===== config.mk =====
export PLATFORM = sky130hd
export DESIGN_NAME = pwd_sub
export DESIGN_NICKNAME = d
export VERILOG_FILES = /design/src/sv/pwd_pkg.sv /design/src/sv/pwd_sub.sv
export SDC_FILE = /design/constraint.sdc
export NUM_CORES = 1
export LEC_CHECK = 0
export BUFFER_PORTS_ARGS = -buffer_cell sky130_fd_sc_hd__buf_2
export CAP_MARGIN = 20
export CORE_MARGIN = 1
export CORE_UTILIZATION = 49
export DETAILED_ROUTE_END_ITERATION = 6
export GPL_TIMING_DRIVEN = 0
export PLACE_DENSITY_LB_ADDON = 0.15
export SLEW_MARGIN = 30
export SYNTH_ARGS = -nofsm -noshare
export SYNTH_HDL_FRONTEND = slang
export SYNTH_SLANG_ARGS = --single-unit
export TNS_END_PERCENT = 1

===== constraint.sdc =====
create_clock -name vclk -period 3.6
set_input_delay 0.36 -clock vclk [all_inputs]
set_output_delay 0.36 -clock vclk [all_outputs]
set_load 0.05 [all_outputs]

===== src/sv/pwd_pkg.sv =====
package pwd_pkg;

    // Ring depth default and register reset values
    localparam int HISTORY_DEPTH_DEF = 64;

    localparam int WINDOW_W = 7;
    localparam int LIMIT_W  = 32;
    localparam int FLOOR_W  = 16;
    localparam int CFG_W    = 32;
    localparam int CFG_IDX_W = 2;

    localparam logic [WINDOW_W-1:0] WINDOW_RESET = 7'd20;
    localparam logic [LIMIT_W-1:0]  LIMIT_RESET  = 32'd20000;
    localparam logic [FLOOR_W-1:0]  FLOOR_RESET  = 16'd10;

    // Register indexes on the configuration port
    localparam logic [CFG_IDX_W-1:0] CFG_WINDOW = 2'd0;
    localparam logic [CFG_IDX_W-1:0] CFG_LIMIT  = 2'd1;
    localparam logic [CFG_IDX_W-1:0] CFG_FLOOR  = 2'd2;

    // Counter samples and stream widths
    localparam int CNT_W      = 64;
    localparam int KIND_W     = 3;
    localparam int IN_DATA_W  = 2 * CNT_W;
    localparam int OUT_DATA_W = ((1 + 2 * CNT_W + 7) / 8) * 8;

    // Wedge classification codes
    localparam logic [KIND_W-1:0] KIND_HEALTHY = 3'd0;
    localparam logic [KIND_W-1:0] KIND_FREEZE  = 3'd1;
    localparam logic [KIND_W-1:0] KIND_STORM   = 3'd2;
    localparam logic [KIND_W-1:0] KIND_SLOW    = 3'd3;
    localparam logic [KIND_W-1:0] KIND_FATAL   = 3'd4;

    // Divider iterations: one quotient bit per step
    localparam int DIV_STEPS = CNT_W;
    localparam int DIV_CNT_W = $clog2(DIV_STEPS);

    // Shared subtractor result
    typedef struct packed {
        logic             borrow;
        logic [CNT_W:0]   diff;
    } sub_res_t;

endpackage


===== src/sv/pwd_sub.sv =====
module pwd_sub
    import pwd_pkg::*;
(
    input  logic [CNT_W:0] a,
    input  logic [CNT_W:0] b,
    output sub_res_t       res
);

    logic [CNT_W+1:0] full_diff;

    // One wide subtract; the top bit flags a borrow
    always_comb
    begin
        full_diff  = {1'b0, a} - {1'b0, b};
        res.borrow = full_diff[CNT_W+1];
        res.diff   = full_diff[CNT_W:0];
    end

endmodule

==> results of run 1 <==
==> Yosys cell counts, types with 2 or more instances <==
cell and count:
a211oi_1 4, a211oi_2 3, a21boi_0 3, a21o_1 30, a21o_2 3, a21oi_1 81, a21oi_2 2, a31oi_1 4
and3_1 3, and4_1 2, buf_2 3, clkbuf_1 10, ha_1 65, inv_1 80, nand2_1 50, nand2_2 3
nand2b_1 3, nand3_1 4, nand4_1 18, nand4b_1 3, nor2_1 38, nor2b_1 5, nor3_1 12, o2111ai_1 2
o211ai_1 4, o21a_1 7, o21ai_0 29, o21ai_1 10, o21ai_2 4, o21bai_1 14, o31ai_1 4, or2_2 3
xnor2_1 42, xor2_1 18
==> layout make-up <==
cell class                      instances  area share
Multi-Input combinational cell        502       0.707
Timing Repair Buffer                  199       0.197
Buffer                                 15      0.0137
Tap cell                              102      0.0246
Inverter                               80      0.0578
==> metrics by stage <==
step | power [mW] | TNS [ns]
floorplan | 1.22 | -0.0476
global placement | 1.55 | -0.319
detailed placement | 1.57 | -0.432
CTS | 1.58 | -0.0319
global route | 1.72 | -0.0388
finish | 1.61 | 0
==> per-layer routing <==
layer / global-route usage / up-vias / part of all wire
met5: 0 / - / 0
met4: 0.0417 / 0 / 0.015
met3: 0.0191 / 18 / 0.062
met2: 0.504 / 182 / 0.48
met1: 0.327 / 2211 / 0.44
li1: - / 2521 / -
==> power breakdown <==
part	switching, mW	total [mW]	leakage (nW)	internal (mW)
clock network	0	0	0	0
logic	1.12	1.61	2.79	0.491
registers	0	0	0	0
==> how the worst max path moves through the flow <==
stage | depth (start not counted) | from | slack (ns) | to
6_report | 14 | b[1] | 0.09 | res[55]
3_3_place_gp | 16 | a[0] | -0.21 | res[50]
5_1_grt | 16 | a[0] | -0.04 | res[50]
3_5_place_dp | 16 | a[0] | -0.19 | res[50]
4_1_cts | 16 | a[0] | -0.03 | res[50]
2_1_floorplan | 11 | b[1] | -0.05 | res[65]
==> cell usage in the layout, fill, tap and decap left out, types with 3 or more instances in the layout <==
| master | n |
|---|---|
| buf_2 | 192 |
| inv_1 | 80 |
| a21oi_1 | 78 |
| ha_1 | 64 |
| nand2_1 | 50 |
| xnor2_1 | 41 |
| nor2_1 | 38 |
| a21o_1 | 30 |
| o21ai_0 | 29 |
| nand4_1 | 18 |
| xor2_1 | 18 |
| o21bai_1 | 14 |
| clkbuf_1 | 10 |
| nor3_1 | 10 |
| o21ai_1 | 9 |
| buf_4 | 8 |
| o21a_1 | 7 |
| nor2b_1 | 5 |
| nand3_1 | 4 |
| a211oi_1 | 4 |
| a21oi_2 | 4 |
| a31oi_1 | 4 |
| o211ai_1 | 4 |
| nand2_2 | 3 |
| and3_1 | 3 |
| nand2b_1 | 3 |
| or2_2 | 3 |
| a211oi_2 | 3 |
| o21ai_2 | 3 |
| a21o_2 | 3 |
| a21boi_0 | 3 |
| nand4b_1 | 3 |
==> cell families after synthesis <==
family          Yosys count  share of synthesized area
simple gates            153                      0.188
xor+xnor                 60                      0.133
buf+inv                  95                     0.0939
fa+ha+maj                66                      0.211
compound gates          223                      0.374
==> timing repair <==
action | 4_1_cts | 5_1_grt
resized for setup | 4 | 23
hold buffers | 0 | 0
hold endpoints to repair | 0 | 0
setup buffers | 2 | 1
pin swaps | 4 | 15
setup endpoints to repair | 9 | 20
==> run summary, run 1 <==
ratio of cells with drive above 1 in the final layout -> 0.309
nets -> 994
initial antenna violation count -> 0
per-cell routed wire length -> 12.9 um
pre-CTS setup slack -> -0.193 ns
antenna viol nets, final -> 0
CP Buf/Inv Count -> 3
Avg Inst Size Synth -> 6.63 sq um
worst min path class -> in -> out
Die Ht -> 91.9 um
vias in the first global route -> 4,660
CP endpoint kind -> output pin
Critical Path RT -> 3.24 ns
Yosys warning count -> 0
first-pass GRT wire length -> 19,500 um
Vias -> 4,932
cell area after synthesis -> 3960 sq um
GRT overflow -> 0
largest area contributor in the netlist -> ha_1
row count -> 32
count of final setup violators -> 0
Final period util -> 0.976
Post-Layout Cell Count -> 898
P per Cell Area -> 311 nW/um^2
largest net degree at the start of global routing -> 9
maximum single-stage delay on the critical path -> 0.37 ns
FF+latch area -> 0 sq um
Synth cell types -> 65
fin util -> 0.668
Post-Synthesis Cells -> 597
final instance area -> 5190 sq um
Hold Fails Final Rpt -> 0
CP Class -> in -> out
placed cell area -> 5070 sq um
IO Count -> 196
worst-margin pin slew -> 0.491 ns
Core ar. -> 7770 sq um
WHS Endpoint -> res[0]
Slew Viols, Final -> 0
initial core utilization -> 0.509
Post-Syn Nets -> 793
CP startpoint kind -> primary input
seq_cells -> 0
outcome -> completed
Via density -> 5.49
HP Start -> b[0]
Synth top area share -> 0.206
fin crit period -> 3.51 ns
ant diodes -> 0
die area -> 8440 sq um
initial drt markers -> 157
placed insts -> 895
sequential area share after synthesis -> 0
Area contributors post-synth -> ha_1, a21oi_1, xnor2_1, inv_1, a21o_1
Post-route DRC -> 0
Top Family by Delay on Critical Path -> compound AO/OA/AOI/OAI gates
max_slew headroom -> 0.669
RSZ-0062 raised after global routing -> true
Max Freq -> 285 MHz
synthesis-to-finish area growth -> 31.2%
first-pass iteration count of the detailed router -> 5
CP cell instances -> buf_2, inv_1, ha_1, nor2b_1, o31ai_2, a21oi_2, a311oi_2, nand4b_1, nand4b_1, a21oi_2, o21ai_1, a21oi_1, xnor2_1, buf_4
worst hold path depth -> 4
Post-Route WL -> 11,600 um
number of clock buffers in the layout -> 0
GRT Util Overall -> 0.265
PortBufs -> 196
LEAKAGE -> 2.79 nW
VDD IR max -> 0.000188 V
final hold slack -> 1.15 ns
MaxCap Viol Count -> 0
RD Place Congestion -> 0.878
Multi-input gate area -> 3670 sq um
Crit-path slowest cell -> a311oi_2
Final HPWL DP -> 10,000 um
Die W -> 91.9 um
worst setup margin -> 0.0855 ns
CP max FO -> 3
Filler cells -> 722
Critical Path AT -> 3.15 ns
Note: power is estimated with default switching activity, not from simulation.
==> run 2: changes to the inputs <==
CORE_UTILIZATION = 45   (was 49)
==> run summary, run 2 (same netlist as run 1, synthesis figures left out) <==
outcome -> completed
die area -> 9170 sq um
Post-Layout Cell Count -> 912
most used cell, CP -> buf_2
initial antenna violation count -> 1
MaxCap Viol Count -> 0
CP cell instances -> buf_2, inv_1, ha_1, o21a_1, o31a_1, o31ai_2, nand4b_1, a21oi_4, o31ai_4, a211oi_1, a311oi_1, a21oi_1, xnor2_1, buf_2
largest net degree at the start of global routing -> 9
Crit. Startpoint -> b[2]
GRT overflow -> 0
antenna viol nets, final -> 0
Die W -> 95.8 um
Die Ht -> 95.8 um
FF+latch area -> 0 sq um
IO Count -> 196
Final period util -> 0.992
nets -> 1,004
seq_cells -> 0
fin crit period -> 3.57 ns
LEAKAGE -> 2.85 nW
Post-route DRC -> 0
count of final setup violators -> 0
Crit-path slowest cell -> a311oi_1
Critical Path AT -> 3.21 ns
Slew Viols, Final -> 0
Core ar. -> 8380 sq um
first-pass iteration count of the detailed router -> 5
CP max FO -> 5
number of clock buffers in the layout -> 0
Top Family by Delay on Critical Path -> compound AO/OA/AOI/OAI gates
Filler cells -> 814
vias in the first global route -> 4,306
Hold Fails Final Rpt -> 0
initial drt markers -> 151
Levels on crit path -> 14
PnR Total Power -> 1.64 mW
CP startpoint kind -> primary input
CP endpoint kind -> output pin
GRT Util Overall -> 0.236
RSZ-0062 raised after global routing -> true
Vias -> 4,891
crit path capture -> res[61]
max_slew headroom -> 0.680
synthesis-to-finish area growth -> 34.8%
commonest non-fill, non-tap cell in the layout -> buf_2
Max Freq -> 280 MHz
maximum single-stage delay on the critical path -> 0.46 ns
worst-margin pin slew -> 0.477 ns
Via density -> 5.36
RD Place Congestion -> 0.848
row count -> 33
per-cell routed wire length -> 12.9 um
Final HPWL DP -> 10,100 um
placed insts -> 898
CP Buf/Inv Count -> 3
worst min path class -> in -> out
Critical Path RT -> 3.24 ns
final hold slack -> 1.17 ns
Post-Route WL -> 11,800 um
initial core utilization -> 0.472
most frequent cells in the layout -> buf_2, a21oi_1, inv_1, ha_1, nand2_1
CP Class -> in -> out
first-pass GRT wire length -> 18,100 um
VDD IR max -> 0.000186 V
Multi-input gate area -> 3710 sq um
ratio of cells with drive above 1 in the final layout -> 0.321
CTS Hold Buffers Added -> 0
PortBufs -> 196
P per Cell Area -> 308 nW/um^2
==> run 2: cell count changes in the layout (fill, tap and decap cells not counted), sizes merged <==
cell / previous run / this run
diode: 0 / 1
buf: 202 / 210
clkbuf: 12 / 14
==> run 2: worst min-delay path by stage <==
stage / from / endpoint / cells after the start
detailed placement: b[0] / res[0] / 4
finish: b[0] / res[0] / 4
global placement: b[0] / res[0] / 4
global route: b[0] / res[0] / 4
CTS: b[0] / res[0] / 4
floorplan: b[0] / res[0] / 2
==> run 2: layout make-up <==
cell class,count,area share
inverters,80,0.0568
well taps,105,0.0246
multi-input cells,502,0.696
repair buffers,209,0.208
plain buffers,15,0.0134
diodes,1,0.000469
==> run 2: power by group <==
group	total (mW)	leakage, nW	internal (mW)	switching [mW]
registers	0	0	0	0
logic	1.64	2.85	0.509	1.13
clock network	0.0000000371	0.00000634	0.0000000371	0
total	1.64	2.85	0.509	1.13
==> run 2: through the flow <==
| step | setup slack, ns | area, sq um | setup TNS (ns) | util |
|---|---|---|---|---|
| detailed placement | -0.321 | 5080 | -1.42 | 0.606 |
| floorplan | -0.0476 | 3960 | -0.0476 | - |
| global placement | -0.317 | 5080 | -0.920 | 0.606 |
| CTS | -0.00465 | 5130 | -0.00465 | 0.612 |
| finish | 0.0271 | 5330 | 0 | 0.636 |
| global route | -0.0817 | 5330 | -0.319 | 0.636 |
==> run 2: worst min-delay path, delay by kind of cell <==
family                     cells  cell delay [ns]
adders and majority gates      1             0.12
buffers and inverters          3             0.33
==> run 2: metal layers <==
layer  up-vias  share of wire  wire length [um]  global-route usage
li1       2544              -                 -                   -
met1      2176           0.45              5290               0.310
met2       165           0.48              5590               0.429
met3         6          0.068               796              0.0269
met4         0         0.0065                76              0.0187
met5         -              0                 0                   0
==> run 2: timing repair <==
item / 4_1_cts / 5_1_grt
setup endpoints to repair: 12 / 14
cloned: 0 / 0
setup buffers: 1 / 12
resized for setup: 9 / 31
pin swaps: 7 / 20
==> run 3: changes to the inputs <==
CORE_MARGIN = 2   (was 1)
==> run summary, run 3 (same netlist as run 1, synthesis figures left out) <==
outcome -> completed
max_slew headroom -> 0.727
worst-margin pin slew -> 0.409 ns
Psw -> 1.13 mW
HP Start -> b[0]
final instance area -> 5270 sq um
internal power -> 0.498 mW
Critical Path RT -> 3.24 ns
MaxCap Viol Count -> 0
RSZ-0062 raised after global routing -> true
VDD IR max -> 0.000217 V
P per Cell Area -> 308 nW/um^2
Via density -> 5.42
CP Class -> in -> out
initial core utilization -> 0.458
die area -> 9560 sq um
antenna viol nets, final -> 0
CP max FO -> 4
most frequent cells in the layout -> buf_2, a21oi_1, inv_1, ha_1, nand2_1
Post-route DRC -> 0
GRT Util Overall -> 0.228
PortBufs -> 196
largest net degree at the start of global routing -> 9
count of final setup violators -> 0
Core ar. -> 8640 sq um
Die Ht -> 97.8 um
synthesis-to-finish area growth -> 33.3%
CP endpoint kind -> output pin
FF+latch area -> 0 sq um
initial drt markers -> 199
Hold Fails Final Rpt -> 0
row count -> 34
placed cell area -> 5080 sq um
per-cell routed wire length -> 13.2 um
Crit. Startpoint -> a[0]
first-pass iteration count of the detailed router -> 4
Post-Route WL -> 12,000 um
first-pass GRT wire length -> 19,400 um
Slew Viols, Final -> 0
LEAKAGE -> 2.83 nW
Die W -> 97.8 um
fin crit period -> 3.53 ns
Net Sw Frac -> 0.694
ant diodes -> 0
Final period util -> 0.981
RD Place Congestion -> 0.931
GRT overflow -> 0
CTS Hold Buffers Added -> 0
seq_cells -> 0
final hold slack -> 1.16 ns
Vias -> 4,943
Critical Path AT -> 3.17 ns
WHS Endpoint -> res[0]
Max Freq -> 283 MHz
worst hold path depth -> 4
CP startpoint kind -> primary input
Clock Power Share -> 0
nets -> 1,002
number of clock buffers in the layout -> 0
vias in the first global route -> 4,528
ratio of cells with drive above 1 in the final layout -> 0.320
IO Count -> 196
commonest non-fill, non-tap cell in the layout -> buf_2
worst min path class -> in -> out
Final HPWL DP -> 10,200 um
Logic pwr share -> 1.000
initial antenna violation count -> 1
sequential share of power -> 0
[run 3: final cells by class]
class / instances / area [sq um]
well taps: 108 / 135
repair buffers: 207 / 1080
inverters: 80 / 303
multi-input cells: 502 / 3680
fillers: 831 / 3360
plain buffers: 15 / 71.3
[run 3: critical path, cell delays in order]
cell      delay [ns]
buf_6           0.10
inv_4           0.04
ha_4            0.12
inv_2           0.04
fa_2            0.40
a211oi_2        0.29
o211ai_2        0.15
a31oi_4         0.23
a21oi_2         0.09
nor2_2          0.21
o21ai_4         0.11
a31oi_4         0.25
o21ai_4         0.09
a221oi_2        0.28
xnor2_1         0.16
buf_4           0.23
[run 3: worst max path at each step]
stage | endpoint | depth (start not counted)
finish | res[50] | 16
CTS | res[50] | 16
global placement | res[50] | 16
global route | res[50] | 16
detailed placement | res[50] | 16
floorplan | res[65] | 11
[run 3: per-stage QoR]
step                      setup slack [ns]  instances   util  total power [mW]  TNS, ns
final                               0.0689        912  0.611              1.63        0
after global routing               -0.0623        912  0.611              1.74   -0.223
after CTS                          -0.0403        901  0.590              1.58  -0.0403
after detailed placement            -0.208        901  0.588              1.57   -0.395
after global placement              -0.205        901  0.588              1.56   -0.471
after floorplan                    -0.0476        597      -              1.22  -0.0476
[run 3: power by group through the flow]
stage | clock network [mW] | logic, mW | registers (mW)
final | 0 | 1.63 | 0
after global routing | 0 | 1.74 | 0
after CTS | 0 | 1.58 | 0
after detailed placement | 0 | 1.57 | 0
after global placement | 0 | 1.56 | 0
after floorplan | 0 | 1.22 | 0
[run 3: timing repair]
item,4_1_cts,5_1_grt
pin swaps,4,16
endpoints found under the setup margin,6,20
setup buffers,0,11
endpoints found under the hold margin,0,0
resized for setup,4,24
[run 3: routing by layer]
metal	vias up	wire length, um	GRT usage
met5	-	0	0
met4	0	54	0.00641
met3	7	856	0.0301
met2	185	5780	0.419
met1	2207	5320	0.302
li1	2544	-	-
