**config.mk**
```make
export PLATFORM = sky130hd
export DESIGN_NAME = pwd_ram
export DESIGN_NICKNAME = d
export VERILOG_FILES = /design/src/sv/pwd_pkg.sv /design/src/sv/pwd_ram.sv
export SDC_FILE = /design/constraint.sdc
export NUM_CORES = 1
export LEC_CHECK = 0
export BUFFER_PORTS_ARGS = -buffer_cell sky130_fd_sc_hd__buf_4
export CORE_ASPECT_RATIO = 1.1
export CORE_UTILIZATION = 51
export CTS_CLUSTER_SIZE = 25
export DETAILED_ROUTE_END_ITERATION = 10
export PLACE_DENSITY = 0.68
export SYNTH_ARGS = -nofsm -noshare
export SYNTH_HDL_FRONTEND = slang
export SYNTH_SLANG_ARGS = --single-unit
```
**constraint.sdc**
```tcl
create_clock -name clk -period 2.3 [get_ports clk]
set_input_delay 0.46 -clock clk [delete_from_list [all_inputs] [get_ports clk]]
set_output_delay 0.46 -clock clk [all_outputs]
set_load 0.01 [all_outputs]
```
**src/sv/pwd_pkg.sv**
```systemverilog
package pwd_pkg;

    // Ring depth default and register reset values
    localparam int HISTORY_DEPTH_DEF = 64;

    localparam int WINDOW_W = 7;
    localparam int LIMIT_W  = 32;
    localparam int FLOOR_W  = 16;
    localparam int CFG_W    = 32;
    localparam int CFG_IDX_W = 2;

    localparam logic [WINDOW_W-1:0] WINDOW_RESET = 7'd20;
    localparam logic [LIMIT_W-1:0]  LIMIT_RESET  = 32'd20000;
    localparam logic [FLOOR_W-1:0]  FLOOR_RESET  = 16'd10;

    // Register indexes on the configuration port
    localparam logic [CFG_IDX_W-1:0] CFG_WINDOW = 2'd0;
    localparam logic [CFG_IDX_W-1:0] CFG_LIMIT  = 2'd1;
    localparam logic [CFG_IDX_W-1:0] CFG_FLOOR  = 2'd2;

    // Counter samples and stream widths
    localparam int CNT_W      = 64;
    localparam int KIND_W     = 3;
    localparam int IN_DATA_W  = 2 * CNT_W;
    localparam int OUT_DATA_W = ((1 + 2 * CNT_W + 7) / 8) * 8;

    // Wedge classification codes
    localparam logic [KIND_W-1:0] KIND_HEALTHY = 3'd0;
    localparam logic [KIND_W-1:0] KIND_FREEZE  = 3'd1;
    localparam logic [KIND_W-1:0] KIND_STORM   = 3'd2;
    localparam logic [KIND_W-1:0] KIND_SLOW    = 3'd3;
    localparam logic [KIND_W-1:0] KIND_FATAL   = 3'd4;

    // Divider iterations: one quotient bit per step
    localparam int DIV_STEPS = CNT_W;
    localparam int DIV_CNT_W = $clog2(DIV_STEPS);

    // Shared subtractor result
    typedef struct packed {
        logic             borrow;
        logic [CNT_W:0]   diff;
    } sub_res_t;

endpackage

```
**src/sv/pwd_ram.sv**
```systemverilog
module pwd_ram
    import pwd_pkg::*;
#(
    parameter int WIDTH = 8,
    parameter int DEPTH = 16
)
(
    input  logic                     clk,
    input  logic                     we,
    input  logic [$clog2(DEPTH)-1:0] waddr,
    input  logic [WIDTH-1:0]         wdata,
    input  logic                     re,
    input  logic [$clog2(DEPTH)-1:0] raddr,
    output logic [WIDTH-1:0]         rdata
);

    logic [WIDTH-1:0] mem [DEPTH];
    logic [WIDTH-1:0] rdata_reg;

    // Write port
    always_ff @(posedge clk)
    begin
        if (we)
        begin
            mem[waddr] <= wdata;
        end
    end

    // Registered read port, held between reads
    always_ff @(posedge clk)
    begin
        if (re)
        begin
            rdata_reg <= mem[raddr];
        end
    end

    assign rdata = rdata_reg;

endmodule

```
==> metrics, run 1 <==
drt first-iter violations around 210; RSZ-0062 raised after global routing no; Final min period between 1.5 and 2 ns; clk_skew between 0.008 and 0.009 ns; register area share after synthesis 78.1%; Max Cap Violations 0; failing checks design-rule violations; post-synth top area share between 70% and 80%; final net count a little over 300; top post-synthesis cells by area edfxtp_1 78%, mux4_2 7.8%, mux4_1 7.0%, a22oi_1 2.3%, nor2_1 0.93%; Post-Syn Nets roughly 250; Slew @ Worst Pin about 0.41 ns; TNS Setup 0 ns; Final Hold Viols 0; die area 0.0107 mm^2; CTS buffer count 17; worst rel slew slack 72.5%; I/O pins 27; leakage about 2.1 nW; crit path max-delay cell type mux4_1; max layer used met4; top cells by count, synth 136 x edfxtp_1, 18 x mux4_2, 16 x a22oi_1; num rows 38; Slew Limit Fails 0; critical path buffer and inverter count 0; register-to-register setup slack 0.74 ns; number of port buffers 26; status finished with violations; PwrDens around 920 mW/mm^2; DR vias/cell 5.97; H-tree levels 4; Fillers 652; met3 WL roughly 570 um; Final Total Pwr 5.77 mW; DRC viols 1; asr flop ratio synth 0%; syn_area_per_cell 22.8 um^2; CP arrival roughly 1.8 ns; Die Width a little under 100 um; largest net degree at the start of global routing 31; first-pass GRT wire length 14,900 um; CP max stage delay 0.53 ns; fmax 642 MHz; count leader, synth edfxtp_1; ys flop type edfxtp_1; Clock Pin Slew Worst Setup and Hold Paths roughly 0.060 ns; Final Cycle Share between 60% and 70%; CTS max path bufs 2; gr ovfl total 0; Initial Util between 50% and 60%; Post-synth EDFFs about 140; gpl congestion ~0.70; post-synthesis cell count 229; crit-path cells mux4_1 > a22oi_1 > nand2_1; number of global-route vias before repair approximately 2,500; layout cells sized above 1 31.6%; worst hold path type primary input to flop; hold-fix buffers at CTS 0; post-synthesis cell type count 18; Met2 Wirelength roughly 4900 um; YS warnings 0; post-CTS setup buffer count 0; vias between 2,000 and 2,500; Yosys top cell by area edfxtp_1; post-DR wirelength/cell 23.1 um; Synth Cell Area about 0.0052 mm^2; CTS tree built; Die Span Y between 100 and 150 um; kind of critical path flop to flop; max reg flops 128; CORE AREA just under 0.01 mm^2; worst-path fanout max 1; worst endpoint required time ~2.5 ns; Synth Register Bits ~140; Worst setup EP type flop; delay-heaviest family, CP multiplexers; initial antenna violation count 0; first-pass iteration count of the detailed router 10; Setup Viol. Count Final 0; wire length on met1 ~4000 um; CTS root buffer clkbuf_8; Max IR drop VDD 0.593 mV; Layout area overhead 19.9%; post-cts gate resize count 0; worst-skew pair later-pin latency roughly 0.50 ns; CP startpoint kind flop; DRT Wirelength roughly 9600 um; antenna violation net count after detailed routing 0; # diodes 0; # clock sinks 136; Util after Layout 63.1%; GRT Total Usage 20.4%
==> cell families after synthesis <==
kind of cell	share of synthesized area [%]
multiplexers	14.8
AO/OA/AOI/OAI	2.30
flip-flops	78.1
AND/OR/NAND/NOR	3.14
buffers and inverters	1.65
==> worst register-to-register path, delay by kind of cell (launching register included) <==
kind            cells  cell delay [ns]
flops               1             0.37
mux                 1             0.53
simple gates        1             0.12
compound gates      1             0.27
==> cells in the final DEF, fill, tap and decap left out <==
| master | instances |
|---|---|
| a22oi_1 | 16 |
| buf_4 | 45 |
| buf_12 | 2 |
| nand3b_1 | 2 |
| clkbuf_16 | 16 |
| nand3_1 | 1 |
| clkinv_1 | 3 |
| mux4_2 | 18 |
| nor2b_1 | 1 |
| bufinv_16 | 4 |
| or3b_2 | 1 |
| and2b_1 | 1 |
| clkinv_4 | 1 |
| edfxtp_1 | 136 |
| nand2b_1 | 2 |
| nor3_1 | 4 |
| clkbuf_8 | 1 |
| clkinvlp_4 | 5 |
| nor2_1 | 13 |
| clkinv_2 | 1 |
| and2_1 | 1 |
| mux4_1 | 14 |
| nand2_1 | 9 |
==> report_power, final <==
part / switching [mW] / total, mW / internal [mW]
Sequential: 0.0149 / 2.81 / 2.79
Combinational: 0.146 / 0.273 / 0.127
Clock: 0.952 / 2.69 / 1.74
Total: 1.11 / 5.77 / 4.66
==> per-stage QoR <==
step	instances	hold WS [ns]	setup slack [ns]	cell area (um^2)
after floorplan	229	0.559	0.347	5230
after global placement	386	0.727	0.225	5670
after detailed placement	386	0.752	0.240	5670
after CTS	417	0.239	0.725	6270
after global routing	417	0.236	0.700	6270
final	417	0.264	0.743	6270
==> path summary, 6_finish.rpt <==
path,start,to,cells after the start
worst max-delay path,mem[6][0],rdata[0],3
worst min-delay path,wdata[2],mem[6][2],1
worst max register to register,mem[6][0],rdata[0],3
worst min register to register,mem[10][2],rdata[2],3
==> final cells by class <==
cell class,instances,area [um^2],area share [%]
sequential,136,4080,65.2
multi-input combinational,83,1060,16.9
clock buffer,17,414,6.61
timing repair buffer,47,378,6.03
clock inverter,14,183,2.92
tap,120,150,2.40
==> per-layer routing <==
layer	up-vias	GRT usage (%)
li1	1090	-
met1	1289	27.4
met2	103	32.7
met3	8	5.24
met4	0	7.78
met5	-	0
Note: power is estimated with default switching activity, not from simulation.
==> run 2, diff against run 1 <==
--- a/config.mk
+++ b/config.mk
@@ -10,7 +10,7 @@
 export CORE_UTILIZATION = 51
 export CTS_CLUSTER_SIZE = 25
 export DETAILED_ROUTE_END_ITERATION = 10
-export PLACE_DENSITY = 0.68
+export PLACE_DENSITY = 0.71
 export SYNTH_ARGS = -nofsm -noshare
 export SYNTH_HDL_FRONTEND = slang
 export SYNTH_SLANG_ARGS = --single-unit
==> constraint.sdc (replaced) <==
create_clock -name clk -period 1.25 [get_ports clk]
set_input_delay 0.25 -clock clk [delete_from_list [all_inputs] [get_ports clk]]
set_output_delay 0.25 -clock clk [all_outputs]
set_load 0.01 [all_outputs]
==> run 2 against run 1 <==
Against the previous run: the flow finishes with violations (design-rule violations, negative setup slack); sequential power is 84% higher; core utilization is 2.4 points higher; combinational power grew 120%; critical path type unchanged; critical endpoint unchanged; largest power group is now the clock network.
==> metrics, run 2 (synthesized netlist as in run 1, its figures left out) <==
DR vias/cell 6.01; worst endpoint required time approximately 1.5 ns; Final Hold Viols 0; worst rel slew slack around two fifths; leakage approximately 2.2 nW; filler-free cell count of the finished design 431; DRT Wirelength 10,900 um; register area 0.00408 mm^2; Reg power frac 46.5%; number of port buffers 26; multi-input combinational cell area around 0.0011 mm^2; H-tree levels 4; status finished with violations; final net count 318; CP arrival 1.72 ns; PwrDens between 1500 and 2000 mW/mm^2; first-pass GRT wire length 16,400 um; Slew @ Worst Pin between 0.9 and 1 ns; largest net degree at the start of global routing 17; CTS root buffer clkbuf_8; crit path max-delay cell type mux4_2; CORE AREA 0.00994 mm^2; CTS max path bufs 2; antenna violation net count after detailed routing 0; P_int between 8 and 9 mW; Fillers approximately 630; Post-DP HPWL ~6800 um; first-pass iteration count of the detailed router 9; Comb power frac 5.5%; GRT Total Usage between 20% and 30%; initial antenna violation count 0; gr ovfl total 0; drt first-iter violations around 310; worst hold path type primary input to flop; failing checks design-rule violations, negative setup slack; most common cell after layout, fill and taps aside edfxtp_1; Final Cycle Share 116%; post-DR wirelength/cell 25.2 um; CTS buffer count 17; Final WS setup -0.202 ns; Final min period 1.45 ns; max reg flops around 130; register-to-register setup slack -0.20 ns; clk_skew ~0.0070 ns; Worst setup EP type flop; Die Span Y roughly 110 um; Switching Share 20.2%; Layout area overhead 24.4%; hold-fix buffers at CTS 0; post-CTS setup buffer count 0; kind of critical path flop to flop; worst-skew pair later-pin latency roughly 0.52 ns; crit-path cells mux4_2 > a22oi_2 > nand2_1; highest-count cells in the layout ignoring fill and taps 136 x edfxtp_1, 48 x buf_4, 32 x mux4_2, 16 x clkbuf_16; Slew Limit Fails 0; Initial Util between 50 and 60%; Clock power frac approximately half; I/O pins 27; Util after Layout between 60% and 70%; fmax about 690 MHz; DRC viols 1; CP startpoint kind flop; num rows 38; Max IR drop VDD 1.16 mV; sw power 2.25 mW; Placed Instances 400; die area roughly 0.011 mm^2; CTS tree built; vias between 2,000 and 3,000; Max Cap Violations 0; layout cells sized above 1 44.4%; Setup Viol. Count Final 16; gpl congestion ~0.84; CP max stage delay 0.53 ns; # diodes 0; Die Width about 99 um; Clock Pin Slew Worst Setup and Hold Paths 0.06 ns; # clock sinks 136; worst-path fanout max 1; RSZ-0062 raised after global routing yes; number of global-route vias before repair 2,621
[run 2: cell types whose count changed in the layout (fill, tap and decap cells not counted), sizes merged]
cell and change:
inv +4, buf +14, clkinvlp -4, clkinv -1, bufinv +1
[run 2: worst max-delay path, delay by kind of cell (launching register included)]
family	cells	cell delay, ns
muxes	1	0.53
DFF	1	0.37
and+or+nand+nor	1	0.07
AOI/OAI and AO/OA	1	0.22
[run 2: layout make-up]
| type | instances | area share, % |
|---|---|---|
| Tap cell | 120 | 2.31 |
| Sequential cell | 136 | 62.8 |
| Clock buffer | 17 | 6.37 |
| Multi-Input combinational cell | 83 | 16.7 |
| Timing Repair Buffer | 61 | 8.46 |
| Clock inverter | 14 | 3.39 |
[run 2: worst paths after layout]
path	from	cells after the start	endpoint
max	mem[3][0]	3	rdata[0]
min	wdata[4]	1	mem[7][4]
max reg2reg	mem[3][0]	3	rdata[0]
min reg2reg	mem[1][3]	3	rdata[3]
[run 2: routing by layer]
layer  routed length (um)  GRT usage, %  up-vias
li1                     -             -     1107
met1                 4190          29.3     1335
met2                 5520          36.5      132
met3                  984          5.69       15
met4                  183          9.81        0
met5                    0             0        -
[run 2: timing repair]
action                                  in CTS  in global routing
cloned                                       0                  0
pin swaps                                    4                  0
gates resized for setup                     13                  2
endpoints found under the setup margin      16                 16
[run 2: power by group through the flow]
stage / combinational, mW / sequential (mW) / clock, mW
3_3_place_gp: 0.569 / 5.26 / 0
3_5_place_dp: 0.584 / 5.26 / 0
2_1_floorplan: 0.291 / 5.26 / 0
4_1_cts: 0.615 / 5.17 / 5.40
6_report: 0.609 / 5.17 / 5.35
5_1_grt: 0.653 / 5.18 / 5.58
[run 2: stage by stage]
stage          instance area [um^2]  setup TNS [ns]  power [mW]  worst slack [ns]  hold slack [ns]
2_1_floorplan                  5260           -2.66        5.56            -0.200            0.349
3_3_place_gp                   5810          -19.37        5.83            -0.565            0.550
3_5_place_dp                   5810          -21.76        5.85            -0.570            0.565
4_1_cts                        6500           -1.88        11.2            -0.179           0.0230
5_1_grt                        6500           -2.47        11.4            -0.248           0.0374
6_report                       6500           -1.71        11.1            -0.202           0.0400
==> run 3, diff against run 2 <==
--- a/config.mk
+++ b/config.mk
@@ -10,7 +10,7 @@
 export CORE_UTILIZATION = 51
 export CTS_CLUSTER_SIZE = 25
 export DETAILED_ROUTE_END_ITERATION = 10
-export PLACE_DENSITY = 0.71
+export PLACE_DENSITY_LB_ADDON = 0.2
 export SYNTH_ARGS = -nofsm -noshare
 export SYNTH_HDL_FRONTEND = slang
 export SYNTH_SLANG_ARGS = --single-unit
==> run 3 against run 2 <==
Against the previous run: the flow still finishes with violations (design-rule violations, negative setup slack); cell count up 1.9%; highest routed layer unchanged; core utilization grew 0.81 points; design area grew 1.2%; global-route usage is 0.77 points lower; sequential power barely moved; setup slack improved by 0.025 ns; largest power group is now sequential cells; die area did not move; largest cell class unchanged; non-clock buffer count rose by 7; power fell by 3.4%; first-iteration DRC count shrank 35%; worst hold slack got worse by 0.015 ns; clock skew increased by 0.0012 ns.
==> metrics, run 3 (synthesized netlist as in run 1, its figures left out) <==
CTS tree built; DRC viols 2; Max IR drop VDD 1.17 mV; Slew Limit Fails 0; first-pass GRT wire length 15,700 um; worst reg-to-reg path cell count 3; CP arrival ~1.7 ns; number of global-route vias before repair 2,589; Hold Crit Depth 1; post-CTS setup buffer count 0; Setup Viol. Count Final 16; kind of critical path flop to flop; CTS max path bufs 2; Layout area overhead 26.0%; Clock Pin Slew Worst Setup and Hold Paths about 0.060 ns; Post-DP HPWL ~7000 um; fmax roughly 700 MHz; I/O pins 27; clk_skew just over 0.008 ns; status finished with violations; CORE AREA 0.00994 mm^2; post-DR wirelength/cell around 23 um; PwrDens approximately 1600 mW/mm^2; CTS root buffer clkbuf_8; most common cell after layout, fill and taps aside edfxtp_1; Placed Instances a little over 400; Final WS setup -0.177 ns; Fillers 659; RSZ-0062 raised after global routing yes; H-tree levels 4; Worst setup EP type flop; leakage around 2.2 nW; Die Width 98.5 um; gpl congestion approximately 0.77; layout cells sized above 1 a little under half; number of port buffers 26; Max Cap Violations 0; worst hold slack ~0.025 ns; Initial Util a little over half; multi-input combinational cell area around 0.0011 mm^2; failing checks design-rule violations, negative setup slack; Final Hold Viols 0; worst rel slew slack between 20 and 30%; die area 0.0107 mm^2; vias 2,560; GRT Total Usage roughly 22%; largest net degree at the start of global routing 19; num rows 38; CP startpoint kind flop; filler-free cell count of the finished design about 440; worst-skew pair later-pin latency 0.53 ns; first-pass iteration count of the detailed router 7; worst hold path type primary input to flop; worst endpoint required time between 1.5 and 2 ns; Die Span Y between 100 and 150 um; Slew @ Worst Pin 1.06 ns; # diodes 0; # clock sinks around 140; max reg flops approximately 130; final net count between 300 and 400; worst-path fanout max 1; drt first-iter violations between 150 and 200; Final Cycle Share 114%; initial antenna violation count 0; DR vias/cell between 5 and 6; Final min period approximately 1.4 ns; antenna violation net count after detailed routing 0; highest-count cells in the layout ignoring fill and taps 136 x edfxtp_1, 52 x buf_4, 32 x mux4_2, 16 x clkbuf_16, 11 x a22oi_2; gr ovfl total 0; CTS buffer count 17; DRT Wirelength 10,300 um; register area a little over 0.004 mm^2
==> run 3: routing by layer <==
metal	track usage, %	up-vias	share of wire, %
li1	-	1120	-
met1	29.5	1336	43
met2	33.8	89	50
met3	5.69	15	5.7
met4	9.59	0	1.9
met5	0	-	0
==> run 3: final cells by class <==
type                       instances  area share, %
multi-input combinational         83           16.9
clock inverter                    14           2.76
sequential                       136           62.0
clock buffer                      18           6.35
tap                              120           2.28
timing repair buffer              68           9.73
==> run 3: what timing repair did <==
| action | CTS | global route |
|---|---|---|
| hold buffers | 0 | 0 |
| resized for setup | 15 | 5 |
| setup endpoints to repair | 16 | 16 |
| pin swaps | 5 | 4 |
==> run 3: final timing paths <==
path,startpoint,to,slack (ns)
worst max-delay path,mem[2][3],rdata[3],-0.18
worst min-delay path,re,rdata[4],0.03
worst max register to register,mem[2][3],rdata[3],-0.18
worst min register to register,mem[14][0],rdata[0],0.75
==> run 3: critical path, cell delays in order, from the launching register on <==
cell and delay [ns]:
edfxtp_1 0.39, mux4_2 0.49, a22oi_2 0.23, nand2_1 0.07
==> run 3: power breakdown <==
part           total [mW]  switching [mW]  internal (mW)
registers            5.18          0.0354           5.14
logic               0.624           0.311          0.313
clock network        4.96            1.75           3.21
==> run 3: through the flow <==
step | cell area [um^2] | util (%) | worst slack (ns) | TNS [ns] | total power, mW
floorplan | 5260 | - | -0.200 | -2.66 | 5.56
global placement | 5900 | 59.4 | -0.492 | -20.15 | 5.84
detailed placement | 5900 | 59.4 | -0.501 | -22.86 | 5.86
CTS | 6560 | 66.0 | -0.155 | -1.90 | 10.8
global route | 6590 | 66.3 | -0.249 | -2.31 | 11.1
finish | 6590 | 66.3 | -0.177 | -1.63 | 10.8
